[config.mk]
export PLATFORM = sky130hd
export DESIGN_NAME = sql_unquoted_delimiter_finder_core
export DESIGN_NICKNAME = d
export VERILOG_FILES = /design/src/sv/sqlud_pkg.sv /design/src/sv/sql_unquoted_delimiter_finder_core.sv
export SDC_FILE = /design/constraint.sdc
export NUM_CORES = 1
export LEC_CHECK = 0
export BUFFER_PORTS_ARGS = -buffer_cell sky130_fd_sc_hd__buf_2
export CAP_MARGIN = 30
export CORE_MARGIN = 5
export CORE_UTILIZATION = 50
export DETAILED_ROUTE_END_ITERATION = 7
export GPL_TIMING_DRIVEN = 1
export MAX_ROUTING_LAYER = met4
export PLACE_DENSITY = 0.77
export RECOVER_POWER = 25
export SLEW_MARGIN = 20
export SYNTH_ARGS = -nofsm -noshare
export SYNTH_HDL_FRONTEND = slang
export SYNTH_SLANG_ARGS = --single-unit
[constraint.sdc]
create_clock -name clk -period 6.7 [get_ports clk]
set_clock_uncertainty 0.05 [all_clocks]
set_input_delay 0.67 -clock clk [delete_from_list [all_inputs] [get_ports clk]]
set_output_delay 0.67 -clock clk [all_outputs]
set_load 0.01 [all_outputs]
[src/sv/sqlud_pkg.sv]
package sqlud_pkg;

    localparam int CHAR_W           = 8;
    localparam int KIND_W           = 2;
    localparam int POS_W            = 12;
    localparam int MAX_LINE_DEFAULT = 4096;

    localparam logic [CHAR_W-1:0] DELIM_RESET = 8'h3B;   // ';'
    localparam logic [CHAR_W-1:0] CH_SQUOTE   = 8'h27;
    localparam logic [CHAR_W-1:0] CH_DQUOTE   = 8'h22;
    localparam logic [CHAR_W-1:0] CH_SLASH    = 8'h2F;
    localparam logic [CHAR_W-1:0] CH_STAR     = 8'h2A;
    localparam logic [CHAR_W-1:0] CH_DASH     = 8'h2D;
    localparam logic [CHAR_W-1:0] CH_NL       = 8'h0A;
    localparam logic [CHAR_W-1:0] CH_NUL      = 8'h00;

    typedef enum logic [KIND_W-1:0] {
        KIND_CTX  = 2'd0,
        KIND_LINE = 2'd1,
        KIND_END  = 2'd2,
        KIND_NONE = 2'd3
    } kind_t;

    typedef enum logic [2:0] {
        LX_PLAIN  = 3'd0,
        LX_SINGLE = 3'd1,
        LX_DOUBLE = 3'd2,
        LX_BLOCK  = 3'd3,
        LX_LINE   = 3'd4
    } lex_t;

    // Next lexical state for byte x with lookahead y.
    function automatic lex_t lex_scan(lex_t s, logic [CHAR_W-1:0] x, logic [CHAR_W-1:0] y);
        lex_t r;
        r = s;
        unique case (s)
            LX_PLAIN:
            begin
                if (x == CH_SQUOTE)
                    r = LX_SINGLE;
                else if (x == CH_DQUOTE)
                    r = LX_DOUBLE;
                else if (x == CH_SLASH && y == CH_STAR)
                    r = LX_BLOCK;
                else if (x == CH_DASH && y == CH_DASH)
                    r = LX_LINE;
            end
            LX_SINGLE:
            begin
                if (x == CH_SQUOTE)
                    r = LX_PLAIN;
            end
            LX_DOUBLE:
            begin
                if (x == CH_DQUOTE)
                    r = LX_PLAIN;
            end
            LX_BLOCK:
            begin
                if (x == CH_STAR && y == CH_SLASH)
                    r = LX_PLAIN;
            end
            LX_LINE:
            begin
                if (x == CH_NL)
                    r = LX_PLAIN;
            end
            default:
            begin
                r = LX_PLAIN;
            end
        endcase
        return r;
    endfunction

endpackage

[src/sv/sql_unquoted_delimiter_finder_core.sv]
// Channel   Dir  Handshake          Payload
// s_*       in   s_tvalid/s_tready  s_tuser = kind, s_tdata = char_code
// m_*       out  m_tvalid/m_tready  m_tuser = found, m_tdata = position
// cfg_*     in   cfg_we             cfg_data = delimiter_char
//
// One character per clock when not stalled; scan state advances at the accepting edge.
// The end-of-line transfer loads the result register, which drives the m_* outputs.
// s_tready drops only while a result is held and m_tready is low.
// Reset (rst_n, asynchronous) clears scan state, the result valid and sets delimiter ';'.
module sql_unquoted_delimiter_finder_core #(
    parameter int MAX_LINE = sqlud_pkg::MAX_LINE_DEFAULT
) (
    input  logic                          clk,
    input  logic                          rst_n,
    // input stream
    input  logic                          s_tvalid,
    output logic                          s_tready,
    input  logic [sqlud_pkg::CHAR_W-1:0]  s_tdata,   // [7:0] char_code
    input  logic [sqlud_pkg::KIND_W-1:0]  s_tuser,   // [1:0] kind
    // result stream
    output logic                          m_tvalid,
    input  logic                          m_tready,
    output logic [15:0]                   m_tdata,   // [11:0] position, [15:12] zero
    output logic [0:0]                    m_tuser,   // [0] found
    // delimiter register
    input  logic                          cfg_we,
    input  logic [sqlud_pkg::CHAR_W-1:0]  cfg_data
);
    import sqlud_pkg::*;

    // line_index saturates at MAX_LINE + 1
    localparam int LIDX_W = $clog2(MAX_LINE + 2);
    localparam logic [LIDX_W-1:0] LINE_LIMIT = LIDX_W'(MAX_LINE);
    localparam logic [LIDX_W-1:0] LINE_SAT   = LIDX_W'(MAX_LINE + 1);

    // Scan state
    lex_t                lex_reg, lex_next;
    logic [CHAR_W-1:0]   held_char_reg, held_char_next;
    logic                held_valid_reg, held_valid_next;
    logic                held_in_line_reg, held_in_line_next;
    logic [LIDX_W-1:0]   line_index_reg, line_index_next;
    logic                hit_seen_reg, hit_seen_next;
    logic [POS_W-1:0]    hit_index_reg, hit_index_next;
    logic [CHAR_W-1:0]   delim_reg;

    // Result register
    logic                out_valid_reg;
    logic                out_found_reg;
    logic [POS_W-1:0]    out_pos_reg;

    // Datapath
    kind_t               kind_in;
    logic                in_xfer;
    logic                ctx_path;
    logic                line_path;
    logic                end_path;
    logic [CHAR_W-1:0]   look_char;
    logic                revert_line;
    lex_t                lex_scanned;
    logic [LIDX_W-1:0]   held_idx;
    logic                hit_now;
    logic                res_found;
    logic [POS_W-1:0]    res_pos;

    assign kind_in  = kind_t'(s_tuser);
    assign s_tready = !out_valid_reg || m_tready;
    assign in_xfer  = s_tvalid && s_tready;

    // A context byte after line bytes counts as a further line byte.
    assign ctx_path  = (kind_in == KIND_CTX) && !(held_valid_reg && held_in_line_reg);
    assign line_path = !ctx_path && (kind_in == KIND_CTX || kind_in == KIND_LINE);
    assign end_path  = (kind_in == KIND_END);

    // Lookahead is the incoming byte unless the held byte ends the context or the line.
    assign look_char   = (ctx_path || (line_path && held_in_line_reg)) ? s_tdata : CH_NUL;
    // An open line comment at the end of the context falls back to plain.
    assign revert_line = !held_in_line_reg && !ctx_path;
    assign lex_scanned = lex_scan(lex_reg, held_char_reg, look_char);

    // Held line byte carries index line_index - 1 (line_index is at least one here).
    assign held_idx = line_index_reg - LIDX_W'(1);
    assign hit_now  = held_valid_reg && held_in_line_reg && !hit_seen_reg
                      && (lex_reg == LX_PLAIN) && (held_char_reg == delim_reg)
                      && (held_idx < LINE_LIMIT);

    assign res_found = hit_seen_reg || hit_now;
    assign res_pos   = hit_seen_reg ? hit_index_reg
                     : (hit_now ? POS_W'(held_idx) : '0);

    always_comb
    begin
        lex_next          = lex_reg;
        held_char_next    = held_char_reg;
        held_valid_next   = held_valid_reg;
        held_in_line_next = held_in_line_reg;
        line_index_next   = line_index_reg;
        hit_seen_next     = hit_seen_reg;
        hit_index_next    = hit_index_reg;

        if (in_xfer && kind_in != KIND_NONE)
        begin
            if (end_path)
            begin
                // Flush and clear the whole scan
                lex_next          = LX_PLAIN;
                held_char_next    = '0;
                held_valid_next   = 1'b0;
                held_in_line_next = 1'b0;
                line_index_next   = '0;
                hit_seen_next     = 1'b0;
                hit_index_next    = '0;
            end
            else
            begin
                if (held_valid_reg)
                begin
                    if (revert_line && lex_scanned == LX_LINE)
                        lex_next = LX_PLAIN;
                    else
                        lex_next = lex_scanned;
                end
                if (hit_now)
                begin
                    hit_seen_next  = 1'b1;
                    hit_index_next = POS_W'(held_idx);
                end
                held_char_next    = s_tdata;
                held_valid_next   = 1'b1;
                held_in_line_next = line_path;
                if (line_path && line_index_reg < LINE_SAT)
                    line_index_next = line_index_reg + LIDX_W'(1);
            end
        end
    end

    always_ff @(posedge clk or negedge rst_n)
    begin
        if (!rst_n)
        begin
            lex_reg          <= LX_PLAIN;
            held_char_reg    <= '0;
            held_valid_reg   <= 1'b0;
            held_in_line_reg <= 1'b0;
            line_index_reg   <= '0;
            hit_seen_reg     <= 1'b0;
            hit_index_reg    <= '0;
        end
        else
        begin
            lex_reg          <= lex_next;
            held_char_reg    <= held_char_next;
            held_valid_reg   <= held_valid_next;
            held_in_line_reg <= held_in_line_next;
            line_index_reg   <= line_index_next;
            hit_seen_reg     <= hit_seen_next;
            hit_index_reg    <= hit_index_next;
        end
    end

    // Delimiter register: the user must write it only while idle; not enforced by the block.
    always_ff @(posedge clk or negedge rst_n)
    begin
        if (!rst_n)
            delim_reg <= DELIM_RESET;
        else if (cfg_we)
            delim_reg <= cfg_data;
    end

    // Result register: load on the end-of-line transfer, drop once taken
    always_ff @(posedge clk or negedge rst_n)
    begin
        if (!rst_n)
            out_valid_reg <= 1'b0;
        else if (in_xfer && end_path)
            out_valid_reg <= 1'b1;
        else if (m_tready)
            out_valid_reg <= 1'b0;
    end

    always_ff @(posedge clk)
    begin
        if (in_xfer && end_path)
        begin
            out_found_reg <= res_found;
            out_pos_reg   <= res_pos;
        end
    end

    assign m_tvalid   = out_valid_reg;
    assign m_tuser[0] = out_found_reg;
    assign m_tdata    = {{(16 - POS_W){1'b0}}, out_pos_reg};

`ifndef SYNTHESIS
    // A fresh result only follows an end-of-line transfer
    a_result_from_end: assert property (@(posedge clk) disable iff (!rst_n)
        $rose(m_tvalid) |-> $past(s_tvalid && s_tready && s_tuser == KIND_END))
        else $error("result without end-of-line transfer");

    // No delimiter found means position zero
    a_pos_zero: assert property (@(posedge clk) disable iff (!rst_n)
        (m_tvalid && !m_tuser[0]) |-> (m_tdata == '0))
        else $error("nonzero position without a hit");

    // A held line byte always has a held byte behind it
    a_held_line: assert property (@(posedge clk) disable iff (!rst_n)
        held_in_line_reg |-> held_valid_reg)
        else $error("held line flag without held byte");

    // End of line clears the scan
    a_end_clears: assert property (@(posedge clk) disable iff (!rst_n)
        (s_tvalid && s_tready && s_tuser == KIND_END)
        |=> (!held_valid_reg && !hit_seen_reg && line_index_reg == '0 && lex_reg == LX_PLAIN))
        else $error("scan state not cleared after end of line");
`endif

endmodule

==> impl_metrics.tcl <==
set metrics [dict create \
    status "complete, but fails checks" \
    violations "capacitance limit, slew limit" \
    worstPathRequired_ps 6560 \
    n_antenna_cell 0 \
    utilization_pct 57.9 \
    crit_fanout 48 \
    worst-path-buf-inv 2 \
    async_reset_ff_share_pct 78.7 \
    regToRegEndpoint "line_index_reg[11]" \
    ir_worst_vdd_mv 0.125 \
    ctsHtreeMaxLevel 3 \
    r2r_cells 6 \
    initial_utilization_pct 52.1 \
    p_per_area_nw_per_um2 283 \
    hold_start "hit_index_reg[4]" \
    syn_inst 336 \
    grt_max_degree 49 \
    grt_pass1_wl_mm 11.9 \
    synth_seq_cells 61 \
    period_minus_slack_ps 2720 \
    critPathMaxStageDelay_ps 1790 \
    synth_largest_area_cell "dfrtp_1" \
    synth_area_leaders "dfrtp_1, edfxtp_1, xor2_1, nand2_1, o21ai_0" \
    arrival_ps 2580 \
    clock_path_buffers 2 \
    areaGrowthSynthToFinish_pct 11.3 \
    wl_per_cell_um 15.5 \
    rsz0062_at_grt "false" \
    hpwlAfterDp_mm 4.94 \
    r2r_setup_slack_ps 4090 \
    fmax_mhz 367 \
    critPathCaptureType "asynchronous set/reset pin" \
    cts_tree "built" \
    finalCritPeriodShare_pct 40.6 \
    first_pass_iters 4 \
    crit_path_cell_trace "buf_2 > clkbuf_1" \
    totalWireLength_mm 6.96 \
    cts_buffers 9 \
    internal_power_w 0.000713 \
    synth.distinct_cells 60 \
    die-area_sq_um 8420 \
    seq_power_share_pct 46.0 \
    finalHoldViolCount 0 \
    final_cells 450 \
    setup_viol_count_final 0 \
    drv_cap 1 \
    slew_violations 49 \
    fp.dieH_um 91.8 \
    clockRootBuffer "clkbuf_8" \
    path_delay_family "buffers and inverters" \
    synth_flop_cell "dfrtp_1" \
    cts_resized 0 \
    cpMaxStageDelayCell "clkbuf_1" \
    fin_nets 393 \
    syn_area_per_cell_sq_um 9.95 \
    rows 29 \
    drcViolationCount 0 \
    hold_class "flip-flop to flip-flop" \
    cts_setup_buffers 0 \
    clock-sinks 61 \
    start_kind "primary input" \
    syn-cell-area_sq_um 3340 \
    antenna_left 0 \
    die_w_um 91.8 \
    largest_reg_flops 13 \
    synth_top_area_share_pct 32.2 \
    setup_tns_ps 0 \
    p_leak_nw 1.68 \
    first_iter_violations 158 \
    numPortBuffers 37 \
    combPwrFrac_pct 24.8 \
    core_sq_um 6420 \
    grt_pass1_vias 2631 \
    dp_cells 434 \
    crit_type "primary input to asynchronous set/reset pin" \
    gp_congestion 0.892 \
    grt_remaining_overflow 0 \
    p_total_w 0.00105 \
    grt.total_usage_pct 18.0 \
    via_per_inst 5.74 \
    clkPwrFrac_pct 29.1 \
    hold-path-cell-count 2 \
    reg2reg_from "m_tvalid" \
    drive_gt1_share_pct 21.2 \
    synth_edf_count 13 \
    antenna_found_initial 0 \
    worst_pin_slew_ps 2550 \
    whs_endpoint "hit_index_reg[4]" \
    switchingPower_w 0.000340 \
    maxSlewHeadroom_pct -70.0 \
    seq_area_frac_synth_pct 47.8 \
    p_sw_share_pct 32.3 \
    pre_cts_ws_ps 3710 \
    hold_buffers 0 \
    num_io_pins 42 \
    via_count 2585 \
    ys_warn_count 0 \
    clk_latency_ps 340 \
    layout_setup_ws_ps 3980 \
    clk_pin_slew_ps 60 \
]
[metal layers]
metal	GRT usage (%)	part of all wire, %	vias up
met3	3.76	6.3	5
met5	-	0	-
met1	22.9	46	1235
met4	7.92	0.66	0
li1	-	-	1263
met2	28.0	47	82
[power by group through the flow]
stage	Clock (W)	Sequential (W)	Combinational [W]
after floorplan	0	0.000469	0.000215
after global placement	0	0.000488	0.000256
after detailed placement	0	0.000491	0.000262
after CTS	0.000314	0.000484	0.000264
after global routing	0.000330	0.000493	0.000297
final	0.000307	0.000485	0.000261
[Yosys cell counts, drive strengths merged, types with 2 or more instances]
cell type	n
dfrtp	43
edfxtp	13
clkbuf	11
nand4	9
o211ai	3
mux2	8
xor2	19
ha	2
nor2	27
and3	4
or3	6
nor3	12
nor2b	4
a21o	3
inv	4
a22o	8
nor4b	3
or4b	2
xnor2	7
nand3	11
o21a	2
o21ai	31
a21oi	5
buf	10
nor4	7
nand2b	3
nand2	40
or2	2
mux2i	12
or4	3
dfstp	5
[stage by stage]
step	hold WS, ps	cell area, sq um
CTS	387	3720
floorplan	324	3350
detailed placement	443	3540
global placement	435	3540
global route	499	3720
finish	455	3720
[how the worst max path moves through the flow]
stage	depth (start not counted)	start	to	slack, ps
after global placement	7	m_tready	line_index_reg[11]	3850
after floorplan	6	m_tready	line_index_reg[11]	4290
after CTS	7	m_tready	line_index_reg[11]	4040
after detailed placement	7	m_tready	line_index_reg[11]	3710
final	2	rst_n	hit_index_reg[4]	3980
after global routing	2	rst_n	held_char_reg[4]	3350
[cell type report]
class                   instances  area, sq um
clock buffers                  10          128
clock inverters                 6         53.8
fillers                       572         2700
inverters                       5         18.8
multi-input cells             252         1630
flip-flops and latches         61         1600
well taps                      77         96.3
repair buffers                 39          195
[kinds of logic after synthesis]
group                      count (synthesis)  share of synthesized area (%)
DFF                                       61                           47.8
adders and majority gates                  2                          0.748
other                                      1                          0.112
buffers and inverters                     26                           3.78
xor gates and xnor gates                  26                           6.81
AOI/OAI and AO/OA                         61                           11.7
muxes                                     20                           6.29
and+or+nand+nor                          139                           22.8
[layout by cell type (no fill, tap or decap), types with 5 or more instances in the layout]
cell type / instances
a21oi_1: 5
a22o_1: 7
buf_2: 36
clkbuf_8: 9
dfrtp_1: 43
dfstp_2: 5
edfxtp_1: 13
mux2_2: 8
mux2i_1: 12
nand2_1: 40
nand3_1: 10
nand4_1: 9
nor2_1: 27
nor3_1: 11
nor4_1: 5
o21ai_0: 30
xnor2_1: 7
xor2_1: 19
Power figures use the tool's default switching activity.
